### src/cft_pkg.sv
// cft_pkg: types, constants and helper functions for the csv field tokenizer
// used by cft_step, cft_res_queue and csv_field_tokenizer_unit; no dependencies
`default_nettype none
package cft_pkg;

	localparam int ROW_W = 24;
	localparam int COL_W = 12;
	localparam int LEN_W = 12;

	localparam logic [LEN_W-1:0] LEN_MAX = {LEN_W{1'b1}};
	localparam logic [LEN_W-1:0] FIELD_LIMIT_RESET = LEN_W'(255);

	localparam int Q_DEPTH = 2;
	localparam int Q_PTR_W = 1;
	localparam int Q_CNT_W = 2;

	localparam logic [7:0] CH_QUOTE = 8'h22;
	localparam logic [7:0] CH_COMMA = 8'h2C;
	localparam logic [7:0] CH_LF    = 8'h0A;
	localparam logic [7:0] CH_CR    = 8'h0D;

	localparam logic OP_DATA = 1'b0;
	localparam logic OP_EOI  = 1'b1;

	localparam logic [1:0] KIND_BYTE  = 2'd0;
	localparam logic [1:0] KIND_FEND  = 2'd1;
	localparam logic [1:0] KIND_REND  = 2'd2;
	localparam logic [1:0] KIND_ERROR = 2'd3;

	typedef enum logic [1:0] {
		ST_BETWEEN = 2'd0,
		ST_QUOTED  = 2'd1,
		ST_QCHECK  = 2'd2,
		ST_FIELD   = 2'd3
	} parse_state_t;

	typedef struct packed {
		logic       operation;
		logic [7:0] data_byte;
	} in_item_t;

	typedef struct packed {
		logic [1:0]       kind;
		logic [7:0]       field_char;
		logic [ROW_W-1:0] row_number;
		logic [COL_W-1:0] column_number;
		logic [LEN_W-1:0] field_length;
		logic             last;
	} out_item_t;

	typedef struct packed {
		logic [1:0] count;
		out_item_t  r0;
		out_item_t  r1;
	} step_res_t;

	function automatic logic is_blank(input logic [7:0] c);
		is_blank = (c == 8'h20) || (c == 8'h09) || (c == 8'h0B) || (c == 8'h0C)
			|| (c == 8'h0D);
	endfunction

endpackage
`default_nettype wire

### src/cft_step.sv
// cft_step: next parser state and up to two result beats for one input beat
// depends on cft_pkg
`default_nettype none
module cft_step (
	input  wire cft_pkg::parse_state_t    st,
	input  wire logic [cft_pkg::ROW_W-1:0] row,
	input  wire logic [cft_pkg::COL_W-1:0] col,
	input  wire logic [cft_pkg::LEN_W-1:0] len,
	input  wire logic [cft_pkg::LEN_W-1:0] limit,
	input  wire cft_pkg::in_item_t        item,
	output cft_pkg::parse_state_t         st_nxt,
	output logic [cft_pkg::ROW_W-1:0]     row_nxt,
	output logic [cft_pkg::COL_W-1:0]     col_nxt,
	output logic [cft_pkg::LEN_W-1:0]     len_nxt,
	output cft_pkg::step_res_t            res
);

	logic [cft_pkg::LEN_W-1:0] lim;
	logic                      room;
	logic                      room0;
	logic [7:0]                ch;
	logic                      is_q;
	logic                      is_c;
	logic                      is_lf;
	logic                      is_bl;

	assign lim   = (limit < cft_pkg::LEN_MAX) ? limit : cft_pkg::LEN_MAX;
	assign room  = len < lim;
	assign room0 = lim != '0;
	assign ch    = item.data_byte;
	assign is_q  = ch == cft_pkg::CH_QUOTE;
	assign is_c  = ch == cft_pkg::CH_COMMA;
	assign is_lf = ch == cft_pkg::CH_LF;
	assign is_bl = cft_pkg::is_blank(ch);

	function automatic cft_pkg::out_item_t mk(input logic [1:0] k, input logic [7:0] c,
			input logic [cft_pkg::LEN_W-1:0] l, input logic lst);
		cft_pkg::out_item_t r;
		r.kind          = k;
		r.field_char    = c;
		r.row_number    = row;
		r.column_number = col;
		r.field_length  = l;
		r.last          = lst;
		mk = r;
	endfunction

	// next state
	always_comb begin
		st_nxt  = st;
		row_nxt = row;
		col_nxt = col;
		len_nxt = len;
		if (item.operation == cft_pkg::OP_EOI) begin
			if (st != cft_pkg::ST_QUOTED && st != cft_pkg::ST_BETWEEN) begin
				st_nxt = cft_pkg::ST_BETWEEN;
			end
		end else begin
			case (st)
				cft_pkg::ST_BETWEEN: begin
					if (is_q) begin
						st_nxt  = cft_pkg::ST_QUOTED;
						len_nxt = '0;
					end else if (is_c) begin
						col_nxt = col + 1'b1;
					end else if (is_lf) begin
						row_nxt = row + 1'b1;
						col_nxt = '0;
					end else if (!is_bl) begin
						st_nxt  = cft_pkg::ST_FIELD;
						len_nxt = room0 ? cft_pkg::LEN_W'(1) : '0;
					end
				end
				cft_pkg::ST_QUOTED: begin
					if (is_q) begin
						st_nxt = cft_pkg::ST_QCHECK;
					end else if (room) begin
						len_nxt = len + 1'b1;
					end
				end
				cft_pkg::ST_QCHECK: begin
					if (is_q) begin
						st_nxt = cft_pkg::ST_QUOTED;
						if (room) begin
							len_nxt = len + 1'b1;
						end
					end else if (is_c) begin
						st_nxt  = cft_pkg::ST_BETWEEN;
						col_nxt = col + 1'b1;
					end else if (is_lf) begin
						st_nxt  = cft_pkg::ST_BETWEEN;
						row_nxt = row + 1'b1;
						col_nxt = '0;
					end
				end
				default: begin
					if (is_c) begin
						st_nxt  = cft_pkg::ST_BETWEEN;
						col_nxt = col + 1'b1;
					end else if (is_lf) begin
						st_nxt  = cft_pkg::ST_BETWEEN;
						row_nxt = row + 1'b1;
						col_nxt = '0;
					end else if (ch != cft_pkg::CH_CR && room) begin
						len_nxt = len + 1'b1;
					end
				end
			endcase
		end
	end

	// result beats
	always_comb begin
		res.count = 2'd0;
		res.r0    = mk(cft_pkg::KIND_BYTE, 8'h00, '0, 1'b1);
		res.r1    = mk(cft_pkg::KIND_REND, 8'h00, '0, 1'b1);
		if (item.operation == cft_pkg::OP_EOI) begin
			if (st == cft_pkg::ST_QUOTED) begin
				res.count = 2'd1;
				res.r0    = mk(cft_pkg::KIND_ERROR, 8'h00, len, 1'b1);
			end else if (st != cft_pkg::ST_BETWEEN) begin
				res.count = 2'd2;
				res.r0    = mk(cft_pkg::KIND_FEND, 8'h00, len, 1'b0);
			end
		end else begin
			case (st)
				cft_pkg::ST_BETWEEN: begin
					if (is_lf) begin
						res.count = 2'd1;
						res.r0    = mk(cft_pkg::KIND_REND, 8'h00, '0, 1'b1);
					end else if (!is_q && !is_c && !is_bl && room0) begin
						res.count = 2'd1;
						res.r0    = mk(cft_pkg::KIND_BYTE, ch, '0, 1'b1);
					end
				end
				cft_pkg::ST_QUOTED: begin
					if (!is_q && room) begin
						res.count = 2'd1;
						res.r0    = mk(cft_pkg::KIND_BYTE, ch, len, 1'b1);
					end
				end
				cft_pkg::ST_QCHECK: begin
					if (is_q) begin
						if (room) begin
							res.count = 2'd1;
							res.r0    = mk(cft_pkg::KIND_BYTE, ch, len, 1'b1);
						end
					end else if (is_c) begin
						res.count = 2'd1;
						res.r0    = mk(cft_pkg::KIND_FEND, 8'h00, len, 1'b1);
					end else if (is_lf) begin
						res.count = 2'd2;
						res.r0    = mk(cft_pkg::KIND_FEND, 8'h00, len, 1'b0);
					end else if (!is_bl) begin
						res.count = 2'd1;
						res.r0    = mk(cft_pkg::KIND_ERROR, 8'h00, len, 1'b1);
					end
				end
				default: begin
					if (is_c) begin
						res.count = 2'd1;
						res.r0    = mk(cft_pkg::KIND_FEND, 8'h00, len, 1'b1);
					end else if (is_lf) begin
						res.count = 2'd2;
						res.r0    = mk(cft_pkg::KIND_FEND, 8'h00, len, 1'b0);
					end else if (ch != cft_pkg::CH_CR && room) begin
						res.count = 2'd1;
						res.r0    = mk(cft_pkg::KIND_BYTE, ch, len, 1'b1);
					end
				end
			endcase
		end
	end

endmodule
`default_nettype wire

### src/cft_res_queue.sv
// cft_res_queue: small queue of per-item result pairs, drained one beat a cycle while out_ready is high
// depends on cft_pkg
`default_nettype none
module cft_res_queue (
	input  wire logic               clk,
	input  wire logic               arst_n,
	input  wire logic               push,
	input  wire cft_pkg::step_res_t push_res,
	output logic                    full,
	output logic                    out_valid,
	input  wire logic               out_ready,
	output cft_pkg::out_item_t      out_data
);

	cft_pkg::out_item_t           r0_q [cft_pkg::Q_DEPTH];
	cft_pkg::out_item_t           r1_q [cft_pkg::Q_DEPTH];
	logic [cft_pkg::Q_CNT_W-1:0]  count_q;
	logic [cft_pkg::Q_PTR_W-1:0]  wr_q;
	logic [cft_pkg::Q_PTR_W-1:0]  rd_q;
	logic                         sel_q;
	logic                         beat;
	logic                         pop;

	assign full      = count_q == cft_pkg::Q_CNT_W'(cft_pkg::Q_DEPTH);
	assign out_valid = count_q != '0;
	assign out_data  = sel_q ? r1_q[rd_q] : r0_q[rd_q];
	assign beat      = out_valid && out_ready;
	assign pop       = beat && out_data.last;

	always_ff @(posedge clk) begin
		if (push) begin
			r0_q[wr_q] <= push_res.r0;
			r1_q[wr_q] <= push_res.r1;
		end
	end

	always_ff @(posedge clk or negedge arst_n) begin
		if (!arst_n) begin
			count_q <= '0;
			wr_q    <= '0;
			rd_q    <= '0;
			sel_q   <= 1'b0;
		end else begin
			if (push) begin
				wr_q <= wr_q + 1'b1;
			end
			if (pop) begin
				rd_q <= rd_q + 1'b1;
			end
			if (beat) begin
				sel_q <= !out_data.last;
			end
			case ({push, pop})
				2'b10:   count_q <= count_q + 1'b1;
				2'b01:   count_q <= count_q - 1'b1;
				default: count_q <= count_q;
			endcase
		end
	end

endmodule
`default_nettype wire

### src/csv_field_tokenizer_unit.sv
// csv_field_tokenizer_unit: top level of the byte-serial csv field tokenizer
// depends on cft_pkg, cft_step and cft_res_queue
//
// usage:
//   in channel (in_valid/in_ready/in_data) takes one beat per cycle while
//   in_ready is high: a data byte or an end-of-input mark. the parser state,
//   row, column and field length counters update at the accepting edge.
//   each input beat causes zero, one or two result beats on the out channel
//   (out_valid/out_ready/out_data); last marks the final beat of an item.
//   results are registered into the queue at the edge that takes the input.
//   throughput: one input beat per cycle while each item gives at most one
//   result and out_ready is high; a two-result item holds out for both beats.
//   results wait in a two-entry queue of result pairs; in_ready drops only
//   when that queue is full, so a stalled receiver backs up the input.
//   cfg_wr_en/cfg_wr_data write field_limit at the clock edge, no read-back.
//   reset: parser between fields, counters zero, field_limit 255, queue empty.
`default_nettype none
module csv_field_tokenizer_unit (
	input  wire logic                      clk,
	input  wire logic                      arst_n,
	input  wire logic                      cfg_wr_en,
	input  wire logic [cft_pkg::LEN_W-1:0] cfg_wr_data,
	input  wire logic                      in_valid,
	output logic                           in_ready,
	input  wire cft_pkg::in_item_t         in_data,
	output logic                           out_valid,
	input  wire logic                      out_ready,
	output cft_pkg::out_item_t             out_data
);

	cft_pkg::parse_state_t       st_q;
	logic [cft_pkg::ROW_W-1:0]   row_q;
	logic [cft_pkg::COL_W-1:0]   col_q;
	logic [cft_pkg::LEN_W-1:0]   len_q;
	logic [cft_pkg::LEN_W-1:0]   field_limit_q;

	cft_pkg::parse_state_t       st_nxt;
	logic [cft_pkg::ROW_W-1:0]   row_nxt;
	logic [cft_pkg::COL_W-1:0]   col_nxt;
	logic [cft_pkg::LEN_W-1:0]   len_nxt;
	cft_pkg::step_res_t          res;
	logic                        q_full;
	logic                        accept;
	logic                        push;

	assign in_ready = !q_full;
	assign accept   = in_valid && in_ready;
	assign push     = accept && (res.count != 2'd0);

	cft_step u_step (
		.st      (st_q),
		.row     (row_q),
		.col     (col_q),
		.len     (len_q),
		.limit   (field_limit_q),
		.item    (in_data),
		.st_nxt  (st_nxt),
		.row_nxt (row_nxt),
		.col_nxt (col_nxt),
		.len_nxt (len_nxt),
		.res     (res)
	);

	cft_res_queue u_queue (
		.clk       (clk),
		.arst_n    (arst_n),
		.push      (push),
		.push_res  (res),
		.full      (q_full),
		.out_valid (out_valid),
		.out_ready (out_ready),
		.out_data  (out_data)
	);

	always_ff @(posedge clk or negedge arst_n) begin
		if (!arst_n) begin
			st_q          <= cft_pkg::ST_BETWEEN;
			row_q         <= '0;
			col_q         <= '0;
			len_q         <= '0;
			field_limit_q <= cft_pkg::FIELD_LIMIT_RESET;
		end else begin
			if (cfg_wr_en) begin
				field_limit_q <= cfg_wr_data;
			end
			if (accept) begin
				st_q  <= st_nxt;
				row_q <= row_nxt;
				col_q <= col_nxt;
				len_q <= len_nxt;
			end
		end
	end

endmodule
`default_nettype wire
### config.mk
export PLATFORM = sky130hd
export DESIGN_NAME = csv_field_tokenizer_unit
export DESIGN_NICKNAME = d
export VERILOG_FILES = /design/src/cft_pkg.sv /design/src/cft_step.sv /design/src/cft_res_queue.sv /design/src/csv_field_tokenizer_unit.sv
export SDC_FILE = /design/constraint.sdc
export NUM_CORES = 1
export LEC_CHECK = 0
export BUFFER_PORTS_ARGS = -buffer_cell sky130_fd_sc_hd__buf_2
export CAP_MARGIN = 10
export CORE_MARGIN = 4
export CORE_UTILIZATION = 45
export DETAILED_ROUTE_END_ITERATION = 10
export GPL_ROUTABILITY_DRIVEN = 0
export SLEW_MARGIN = 20
export SYNTH_ARGS = -nofsm -noshare
export SYNTH_HDL_FRONTEND = slang
export SYNTH_HIERARCHICAL = 1
export SYNTH_SLANG_ARGS = --single-unit
### constraint.sdc
create_clock -name clk -period 19 [get_ports clk]
set_input_delay 1.9 -clock clk [delete_from_list [all_inputs] [get_ports clk]]
set_output_delay 1.9 -clock clk [all_outputs]
set_load 0.01 [all_outputs]
; Word-level counts from Yosys, hierarchy flattened
; Memories as Yosys holds them, arrays and structs flattened.
; Index checks and enable logic that the tools add are counted.
[op_classes]
addsub = 7
magnitude_cmp = 2
n_eq_ne = 28
mux = 51
bitwise = 2
n_reduce_logical = 30
[op_table]
columns = operator, n
row1 = $mux W61, 9
row2 = $mux W60, 5
row3 = $pmux W61 S3, 1
row4 = $mux W12, 14
row5 = $mux W24, 3
row6 = $mux W59, 1
row7 = $pmux W24 S2, 1
row8 = $eq A8 B4 Y1 const B, 5
row9 = $pmux W12 S3, 1
row10 = $add A12 B1 Y12 const B, 2
row11 = $add A24 B1 Y24 const B, 1
row12 = $eq A8 B6 Y1 const B, 3
row13 = $pmux W12 S2, 1
row14 = $mux W2, 10
row15 = $lt A12 B12 Y1, 1
row16 = $lt A12 B12 Y1 const B, 1
row17 = $ne A3 B2 Y1 const B, 4
row18 = $ne A4 B3 Y1 const B, 3
row19 = $reduce_bool A12 Y1, 1
row20 = $logic_and A1 B1 Y1, 10
row21 = $reduce_and A10 Y1, 1
row22 = $ne A4 B4 Y1 const B, 2
row23 = $ne A8 B4 Y1 const B, 1
row24 = $reduce_bool A2 Y1, 4
row25 = other kinds (18), 35
[word_totals]
register_bits = 67
mem_bits_rw = 190
input_bits = 26
out_inout_bits = 61
word_cells = 131
n_memories = 2
[mem_list]
columns = memory, words, word_bits, read_ports, rd_clocked_by_memory_dff, write_ports, line
row1 = u_queue.r0_q, 2, 59, 1, 0, 1, cft_res_queue.sv:15  ; cft_pkg::out_item_t r0_q [cft_pkg::Q_DEPTH];
row2 = u_queue.r1_q, 2, 36, 1, 0, 1, cft_res_queue.sv:16  ; cft_pkg::out_item_t r1_q [cft_pkg::Q_DEPTH];

; Depth between registers and ports, before layout
; Gate-level depths: netlist of run 1.
[depth]
ltp_word = 16
mapped_depth = 14
ltp_nobuf = 14

; Cells and area by module
; The synthesis of run 1 kept the hierarchy.
[by_module_without_submodules]
columns = module, instances, cells_per_inst, area_per_inst_um2, seq_area_each_um2
row1 = cft_res_queue, 1, 336, 8821.0, 7211.9
row2 = cft_step, 1, 506, 3199.3, 0.0
row3 = csv_field_tokenizer_unit, 1, 134, 2533.7, 1561.5

; Least setup slack after synthesis of run 1
; No wires, ideal clock.
[synth_timing]
kind = in2reg
start = in in_data[0] (netlist bit)
end = mem u_queue/r0_q[0][0] (netlist bit), enable pin
setup_ns = 0.598
arrival_time_ns = 8.333
required_time_ns = 18.402
setup_slack_ns = 10.070
cell_stages = 10
path_buffers = 1
path_cell_list = clkbuf_1 -> nor4_2 -> nand2_1 -> nor2_1 -> nor2_1 -> a21oi_1 -> o41a_1 -> o21a_1 -> inv_1 -> nor2_1
[synth_rtl]
columns = item, line
row1 = "start, declared", csv_field_tokenizer_unit.sv:25  ; input wire cft_pkg::in_item_t in_data,
row2 = "end, declared", cft_res_queue.sv:15

==> results of run 1 <==
[path summary, 6_finish.rpt]
kind / start / endpoint / depth (start not counted)
max: in_data[6] / u_queue/r1_q[1][53] / 9
min: u_queue/count_q[1] / u_queue/count_q[1] / 1
max reg2reg: len_q[8] / u_queue/r1_q[1][53] / 10
min reg2reg: u_queue/count_q[1] / u_queue/count_q[1] / 1
max in group asynchronous: arst_n / u_queue/rd_q / 2
min in group asynchronous: arst_n / field_limit_q[10] / 1
[power breakdown]
group | total [mW] | internal (mW) | switching, mW | leakage (nW)
logic | 0.652 | 0.298 | 0.354 | 2.30
clock network | 0.638 | 0.383 | 0.255 | 0.529
registers | 0.982 | 0.894 | 0.0883 | 3.08
total | 2.27 | 1.58 | 0.698 | 5.91
[routing by layer]
layer | wire length, µm | part of all wire (%) | track usage (%)
met4 | 628 | 2.3 | 4.71
met1 | 12500 | 46 | 22.3
met2 | 12600 | 47 | 24.4
met5 | 7 | 0.026 | 0
met3 | 1270 | 4.7 | 2.83
[state kept, by name, summed over array words and instances (netlist names), 2 cells and up]
register / flops
u_queue/r0_q: 118
st_q: 2
len_q: 12
u_queue/r1_q: 118
u_queue/count_q: 2
row_q: 24
col_q: 12
field_limit_q: 12
[cells in the final DEF, fill, tap and decap left out, types with 17 or more instances in the layout]
master,Yosys,layout
clkbuf_16,0,35
nand3_1,29,29
edfxtp_1,236,236
o21ai_0,34,34
and2_1,23,22
inv_1,25,25
xnor2_1,17,17
dfrtp_1,59,57
nor2_1,36,35
buf_2,8,86
mux4_2,58,58
a21oi_1,28,28
conb_1,2,23
ha_1,17,17
mux2_4,52,52
nand2_1,51,51
[critical path: stages]
cell     delay [ns]
buf_2          0.12
nor3_1         0.62
nand3_1        0.60
a31oi_1        0.40
a21oi_1        0.10
o41a_1         0.44
o21a_1         0.21
and2_4         0.39
buf_4          0.51
[cell families after synthesis]
kind of cell	Yosys count	synth area share, %
flip-flops	303	60.3
buffers and inverters	162	7.42
AND/OR/NAND/NOR	215	7.93
adder cells (fa/ha/maj)	17	1.46
XOR/XNOR	31	1.87
multiplexers	128	15.7
other	2	0.0516
AO/OA/AOI/OAI	118	5.30
[cell type report]
| type | count | area [µm²] | share of cell area [%] |
|---|---|---|---|
| inverters | 26 | 97.6 | 0.620 |
| clock buffers | 44 | 920 | 5.84 |
| clock inverters | 16 | 160 | 1.02 |
| flip-flops and latches | 303 | 8780 | 55.8 |
| multi-input cells | 532 | 4800 | 30.5 |
| repair buffers | 93 | 483 | 3.07 |
| well taps | 402 | 503 | 3.20 |
==> results summary, run 1 <==
The number of distinct standard cells referenced by the synthesized netlist is 72. The number of filler instances in the final layout came out at 2749. The final layout contains 1033 nets. By area the synthesized netlist is led by edfxtp_1 (49%), dfrtp_1 (10%), mux4_2 (9.0%). The share of the synthesized area in the top cell type came out at between 40% and 50%. The register bit total from synthesis came out at 303.

Prior to clock tree synthesis, the placed netlist has a worst setup slack of about 13 ns. The final-report max-slew violation count came out at 0. Buffers inserted during clock tree synthesis total 34. The nature of the critical path endpoint is a register. The clock-pin slew on the worst setup and hold paths is ~0.05 ns.

The floorplan has between 60 and 70 rows. Counting every instance in the synthesized netlist gives 976. Global routing consumed, over all layers together, 15.5% of the routing resources. The die extent in y is 188 µm.

After detailed placement, the design holds a cell count of approximately 1.4k. The synthesized area per cell is 14.9 µm². The worst max-slew margin expressed relative to the limit came out at 31.9%. The via count came out at 7858. The final routed DRC violation total came out at 0. Summed over all layers, the global routing overflow is 0. The share of layout cells above drive strength 1 came out at roughly 29%. The area of all placed cells without fillers is approximately 16000 µm². The total clock sinks is 303.

The pin count of the biggest net entering global routing is 75. Cells fill 49.6% of the core in the end. The number of buffers added for setup after CTS is 0.

The highest clock frequency the design can meet is 191 MHz. The worst-skew pair later-pin latency came out at 0.51 ns. The wire length per cell after detailed routing came out at 19.1 µm. edfxtp_1 is the most common cell in the netlist. The number of antenna violations at the first check in global routing came out at 1. Setup slack closes at 13.76 ns. The via density per instance came out at between 5 and 6.

The floorplan die area is 35300 µm². The power consumption is 2.27 mW. The global-route wire length before repair is 44.6 mm. For this run, the leading register cell type out of synthesis is edfxtp_1. The actual transition at the worst max-transition pin is between 1 and 1.5 ns. The total inserted antenna cells is 0. The hold slack came out at 0.503 ns. The floorplan step defined a core boundary enclosing around 32000 µm². The warning count from the yosys run came out at 6. The hold violation total from the final report is 0. Across the run, the number of max-cap violations was 0. For the worst setup path, the data arrival time is 5.37 ns. The fraction of registers with async set or reset after synthesis is around 22%. The worst IR drop on VDD is roughly 0.072 mV. The setup TNS after final layout came out at 0 ns.

The number of standard cells in the layout, taps in and fillers out is 1416. edfxtp_1 takes more of the synthesized area than any other cell. By count the netlist is led by edfxtp_1 (236), buf_4 (95), dfrtp_1 (59). The post-route antenna net violation count came out at 0. The count of final setup violators came out at 0. Pin placement for this block handled between 80 and 90 I/O pins. The share of the clock period used by the worst path after layout came out at 27.6%. The number of global-route vias before repair came out at 7984. The number of gates given a new drive strength after cts came out at 0. The number of buffers added to fix hold violations after cts is 0. The die is between 150 and 200 µm wide. The netlist area before placement is 14600 µm².

The number of buffers on the longest clock path is 3. The top fanout value on the critical path came out at 66. The type of element launching the critical path is an input pin.

The count of buffers inserted at the top-level ports came out at 86. The worst endpoint required time came out at 19.13 ns. The starting utilization of the core area is a little under half. The area growth from synthesis to final layout came out at 8.14%. The DRC violation total after the first TritonRoute iteration is 738.

After detailed placement, the total cell area comes to 14700 µm². In this run the worst hold path is classified as register to register. Setup repair after global routing left no endpoint under its margin. The number of enable flip-flop cells after synthesis is 236. The setup path with the least slack is of type input pin to register. The depth of the CTS H-tree is 2. The share of the Yosys chip area taken by registers is approximately three fifths. The run finished with clean final reports. The worst register-to-register path has a setup slack of between 10 and 15 ns. The post-route minimum period came out at 5.24 ns. Clock skew on the completed layout was measured at 0.0164 ns. CTS placed an instance of clkbuf_16 at the clock tree root. The analysis attributes to cell leakage a power of 5.91 nW.

TritonCTS built the clock tree. The half-perimeter wire length after detailed placement is around 17 mm. The routed design has 27.0 mm of wire.

The power per cell area is 144 nW/µm². The length of the first detailed-routing pass in iterations came out at 6.
Power figures use the tool's default switching activity.
==> inputs of run 2 (changes only) <==
==> constraint.sdc (replaced) <==
create_clock -name clk -period 5.4 [get_ports clk]
set_input_delay 0.54 -clock clk [delete_from_list [all_inputs] [get_ports clk]]
set_output_delay 0.54 -clock clk [all_outputs]
set_load 0.01 [all_outputs]
==> run 2 against run 1 <==
Global-route usage down 0.15 points. Register-to-register slack got worse by 13 ns. Clock power grew to 3.5 times the previous value. Non-clock buffer count grew 5. Critical path depth grew 2. Utilization up 0.24 points. First-iteration DRC count fell by 19%. Routed wire length is 0.42% higher. Count of clock-buffer cells in the layout grew 1. Critical path type is now register to register. Largest cell class unchanged. Largest power group unchanged.
==> results summary, run 2 (synthesis gave the netlist of run 1 again) <==
The run finished with clean final reports. For the worst setup path, the data arrival time is 4.18 ns. The library cell used most frequently in the layout, excluding fill and tap cells, is edfxtp_1. After clock tree synthesis, the clock-pin slew on the worst setup and hold paths is 0.06 ns. The depth of the CTS H-tree is 2. The final-report max-slew violation count was 0. In the routed design, unresolved DRC markers number 0.

The remaining global-route overflow is 0. In the finished design, the share of the clock period the worst path needs comes to 74.8%. The total routing usage reported by global routing is approximately 15%. The highest clock frequency the design can meet came out at between 200 and 250 MHz. The via count came out at 7865. The leakage component of the power came out at between 5 and 6 nW. The TritonCTS buffer count is 34. The CTS tree is built. The via density per instance came out at approximately 5.5. The total clock sinks came out at 303. For this design the top-level I/O count stands at 87. In this run the worst hold path is classified as input pin to asynchronous set/reset pin. Entering global routing, the biggest net connects between 70 and 80 pins.

After routing the design area is about 16000 µm². The number of placement rows is 65. The area taken by flip-flops and latches is 8780 µm². The power per cell area is 509 nW/µm². The actual transition at the worst max-transition pin came out at 1.05 ns. The share of layout cells above drive strength 1 is 28.7%. The largest clock skew in the final design came out at 0.0205 ns. The wire length per cell after detailed routing came out at between 15 and 20 µm. The global-route track usage on met1 is 21.8%.

The DRC violation total after the first TritonRoute iteration is 598. The number of global-route vias before repair is 7798. The cell chosen for the clock root is clkbuf_16. The clock network accounts for 28.0% of the total power. The half-perimeter wire length after detailed placement is between 15 and 20 mm.

Data on the critical path is required at its endpoint by 5.54 ns. Setup violations remaining at the end of the flow were counted as 0. The worst IR drop on VDD is 0.356 mV. The met2 track demand over resource is 24.8%. The hold violation total from the final report came out at 0. The post-route minimum period is 4.04 ns.

The number of buffers on the longest clock path is 3. The floorplan die area came out at 35300 µm². The share of total power in sequential cells came out at 43.2%. The setup path with the least slack is of type register to register. The global-route wire length before repair came out at 43.9 mm. Along the worst path, the maximum fanout reaches between 50 and 60. The post-route antenna net violation count is 0. The worst max-slew margin expressed relative to the limit came out at 27.9%. The number of antenna violations at the first check in global routing was 1. The setup TNS after final layout is 0 ns. The worst setup path is launched from a register.

In this run the horizontal extent of the chip is 188 µm. The worst-skew pair later-pin latency came out at 0.51 ns. The post-detailed-placement cell area is 14700 µm². The placeable core area is 31700 µm². The largest registers in the layout are u_queue/r0_q (118), u_queue/r1_q (118), row_q (24). The final-stage net count is 1038. Setup repair after global routing left no endpoint under its margin. The die extent in y came out at 188 µm. The total inserted antenna cells came out at 0.

The number of filler instances in the final layout came out at 2709. Total power for the finished layout comes to 8.04 mW. The tool flagged a number of max-cap violations equal to 0. The part of the total power dissipated in combinational logic is 28.9%. The power dissipated by switching net loads is about 2.5 mW. The number of setup buffers added after CTS is 0.

The switching share of total power is between 30% and 40%. The worst register-to-register path has a setup slack of 1.36 ns. In the layout the commonest cells are edfxtp_1 (236), buf_2 (86), mux4_2 (58). Internal power comes to 5.58 mW.

The area growth from synthesis to final layout came out at 8.66%. In this run the tool buffered the top-level ports with 86 buffer cells. The area taken by multi-input logic gates is about 4800 µm². The global routing met3 resource utilization is 2.68%. The starting utilization of the core area came out at ~46%. The worst setup path is captured at a register. Wires add up to ~27 mm.

The number of gates given a new drive strength after cts is 0. After global routing, the most crowded layer is met2. In this run, post-CTS hold repair placed 0 buffers. The length of the first detailed-routing pass in iterations is 5.
run 2: cell count changes in the layout (fill, tap and decap cells not counted), sizes merged:
cell      before  now
buf           93   98
clkbuf        44   45
inv           26   27
clkinv        12   11
clkinvlp       1    2
run 2: final timing paths:
kind,from,endpoint,depth (start not counted)
setup / recovery,field_limit_q[7],u_queue/r0_q[1][28],11
hold / removal,arst_n,field_limit_q[10],1
setup reg to reg,field_limit_q[7],u_queue/r0_q[1][28],11
hold reg to reg,u_queue/count_q[1],u_queue/count_q[1],1
max in group asynchronous,arst_n,u_queue/rd_q,2
min in group clk,cfg_wr_data[10],field_limit_q[10],2
run 2: area by class of cell:
type	count	area share [%]
multi-input combinational	532	30.3
clock buffer	45	5.89
clock inverter	17	1.09
tap	402	3.18
sequential	303	55.5
inverter	26	0.617
timing repair buffer	98	3.37
run 2: worst max-delay path, cell delays in order (launching register included):
cell and delay [ns]:
dfstp_2 0.54, inv_1 0.04, ha_1 0.30, a21oi_1 0.15, o21ai_0 0.12, a221oi_2 0.52
a31oi_1 0.21, a21oi_1 0.20, o41a_1 0.18, o21a_1 0.18, and2_4 0.70, buf_4 0.52
run 2: routing by layer:
metal / part of all wire, % / routed length (µm) / vias to the layer above
li1: - / - / 3648
met1: 45 / 12200 / 3951
met2: 48 / 13100 / 218
met3: 4.9 / 1340 / 46
met4: 1.8 / 498 / 2
met5: 0.044 / 12 / -
run 2: power groups by stage:
stage	clock (mW)	sequential, mW	combinational, mW
final	2.25	3.47	2.32
after global routing	2.42	3.55	2.53
after CTS	2.31	3.50	2.38
after detailed placement	0	3.54	2.38
after global placement	0	3.52	2.37
after floorplan	0	3.34	1.87
run 2: metrics by stage:
stage	worst slack, ns	hold WS [ns]	util (%)	cells
6_report	1.36	0.162	49.9	1423
5_1_grt	1.09	0.230	49.9	1423
4_1_cts	1.35	0.186	49.9	1423
3_5_place_dp	1.32	0.501	46.4	1361
3_3_place_gp	1.44	0.497	46.4	1361
2_1_floorplan	0.108	0.244	-	997
==> inputs of run 3 (changes only) <==
==> constraint.sdc (replaced) <==
create_clock -name clk -period 4.07 [get_ports clk]
set_input_delay 0.407 -clock clk [delete_from_list [all_inputs] [get_ports clk]]
set_output_delay 0.407 -clock clk [all_outputs]
set_load 0.01 [all_outputs]
==> run 3 against run 2 <==
Combinational power increased by 39%. Clock power increased by 39%. Cell count increased by 0.70%. Routed wire length increased by 2.4%. Global-route usage increased by 0.44 points. Sequential power increased by 32%. Clock skew decreased by 0.0035 ns. Critical endpoint is now u_queue/r1_q[1][19]. Largest cell class unchanged.
==> results summary, run 3 (synthesis gave the netlist of run 1 again) <==
The share of the clock period used by the worst path after layout came out at 87.4%. STA classifies the critical path startpoint as a register. The first detailed-routing pass ran for 5 iterations.

The actual transition at the worst max-transition pin came out at 0.969 ns. The repair_antennas step left the layout with diodes totalling 0. On the critical path, the stage with the largest delay is an instance of and2_4. The post-route antenna net violation count came out at 0. The die span in x came out at about 190 µm. The final route contains 7873 vias. The post-layout utilization of the core came out at around 50%. After floorplanning, the core was sized to cover between 30000 and 40000 µm². The via density per instance is 5.49. Between clock sinks in the finished design, the worst skew comes to between 0.015 and 0.02 ns.

The path class of the tightest hold or removal check is input pin to asynchronous set/reset pin. The number of cells on the worst reg-to-reg path came out at 11. The post-detailed-placement cell area is 14800 µm². The power per cell area came out at between 600 and 700 nW/µm². Along the worst path, the maximum fanout reaches 36. In this run the count of I/O pins placed on the die edge is 87. The hold violation total from the final report came out at 0.

Prior to clock tree synthesis, the placed netlist has a worst setup slack of 0.545 ns. The worst IR drop on VDD is 0.484 mV. Max-cap violations in this run came to 0. In the layout the commonest cells are edfxtp_1 (236), buf_2 (86), mux4_2 (58). The total clock sinks came out at about 300. The number of gates given a new drive strength after cts came out at 0.

The global-route wire length before repair came out at 44.8 mm. Setup repair after global routing left no endpoint under its margin. In the final timing run, aggregate negative setup slack is 0 ns. The number of global-route vias before repair came out at 7961.

The terminus of the critical flop-to-flop path is u_queue/r1_q[1][19]. The count of final setup violators is 0. Summing all non-filler instances in the final layout gives an area of 16000 µm². Walking the worst path, the cells encountered are inv_1 > ha_1 > o21ai_0 > o21ai_0 > a221oi_2 > a31oi_1 > a21oi_1 > o41a_1 > o21a_1 > and2_4 > buf_4. The number of standard cells in the layout, taps in and fillers out came out at 1433.

For the worst-skew pair, the clock arrives at the later sink with an insertion delay of roughly 0.51 ns. The largest single stage delay on the critical path is 0.56 ns. At the worst endpoint, the required time is 4.29 ns. Leaving out fill and tap cells, the most frequent cell in the layout is edfxtp_1. The remaining global-route overflow is 0.

The worst setup path endpoint is u_queue/r1_q[1][19]. The startpoint of the most critical register-to-register path is field_limit_q[1]. The leakage component of the power is about 6 nW. The critical path starts at field_limit_q[1]. The reg-to-reg setup timing slack came out at 0.51 ns.

The number of antenna violations at the first check in global routing came out at 1. Once detailed placement completed, the half-perimeter wirelength came to 18.2 mm. TritonCTS built the clock tree. CTS built an H-tree with a depth of 2. The critical path arrival came out at 3.77 ns. The clock-pin slew on the worst setup and hold paths came out at 0.06 ns. The pin count of the biggest net entering global routing came out at 85.

The share of layout cells above drive strength 1 is 30.4%. The area growth from synthesis to final layout is 9.86%. Buffers inserted to repair hold after CTS numbered 0. The post-detailed-routing wire length is ~28 mm. In this run the core area contains 65 standard-cell rows. The cell chosen for the clock root is clkbuf_16.

The final-stage net count is 1047. The nature of the critical path endpoint is a register. The routed design could run at a clock period as short as 3.56 ns. The number of buffers added for setup after CTS came out at 0.

The number of buffers on the longest clock path is 3. The run finished with clean final reports. In this run the tightest slew margin relative to its limit is between 30% and 40%. The die covers ~35000 µm².

The starting utilization of the core area came out at 45.9%. The wire length per cell after detailed routing is 19.4 µm. The start-to-end type of the worst setup path is register to register.

By instance count, the cell type seen most on the critical path is o21ai_0. The DRC violation total after the first TritonRoute iteration is approximately 600. In this run, placement finished with an instance count of approximately 1.4k. The largest registers in the layout are u_queue/r0_q (118), u_queue/r1_q (118), row_q (24).

The final-report max-slew violation count is 0. The die is 188 µm tall. The least setup slack across all paths after layout is 0.512 ns. The TritonCTS buffer count is 35.

The final routed DRC violation total came out at 0. The count of buffers inserted at the top-level ports is 86. The highest clock frequency the design can meet is between 200 and 300 MHz.

Global routing used 15.8% of the available tracks across all layers.
## run 3: changes by cell type in the layout (fill, tap and decap cells not counted), sizes merged
cell / change
clkinvlp: -1
inv: +1
clkinv: +8
buf: +8
clkbuf: -7
bufinv: +1
## run 3: cell type report
class	count	area (µm²)
fill	2716	15700
clock inverter	26	251
tap	402	503
multi-input combinational	532	4800
clock buffer	38	918
sequential	303	8780
inverter	26	97.6
timing repair buffer	106	643
## run 3: critical path: cells and delay by family, from the launching register on
kind,cells,cell delay (ns)
flip-flops,1,0.54
adder cells (fa/ha/maj),1,0.25
AO/OA/AOI/OAI,7,1.53
AND/OR/NAND/NOR,1,0.56
buffers and inverters,2,0.35
## run 3: worst min-delay path by stage
stage / startpoint / to / slack [ns] / depth (start not counted)
6_report: arst_n / len_q[3] / 0.03 / 1
5_1_grt: arst_n / len_q[3] / 0.11 / 1
4_1_cts: arst_n / len_q[3] / 0.07 / 1
3_5_place_dp: u_queue/count_q[1] / u_queue/count_q[1] / 0.51 / 1
3_3_place_gp: u_queue/count_q[1] / u_queue/count_q[1] / 0.50 / 1
2_1_floorplan: arst_n / col_q[0] / 0.11 / 0
## run 3: power breakdown
part | internal, mW | switching, mW | leakage (nW)
registers | 4.16 | 0.411 | 3.08
clock network | 1.90 | 1.22 | 0.582
logic | 1.49 | 1.73 | 2.38
## run 3: stage by stage
stage,hold WS [ns],total power [mW]
finish,0.0327,10.9
global route,0.110,11.5
CTS,0.0694,11.1
detailed placement,0.510,7.93
global placement,0.501,7.90
floorplan,0.111,6.90
## run 3: metal layers
metal	up-vias	routed length [µm]	track usage (%)	part of all wire [%]
met2	194	13100	25.2	47
met5	-	7	0	0.025
met3	54	1190	2.68	4.3
li1	3677	-	-	-
met4	2	670	4.49	2.4
met1	3946	12800	22.6	46
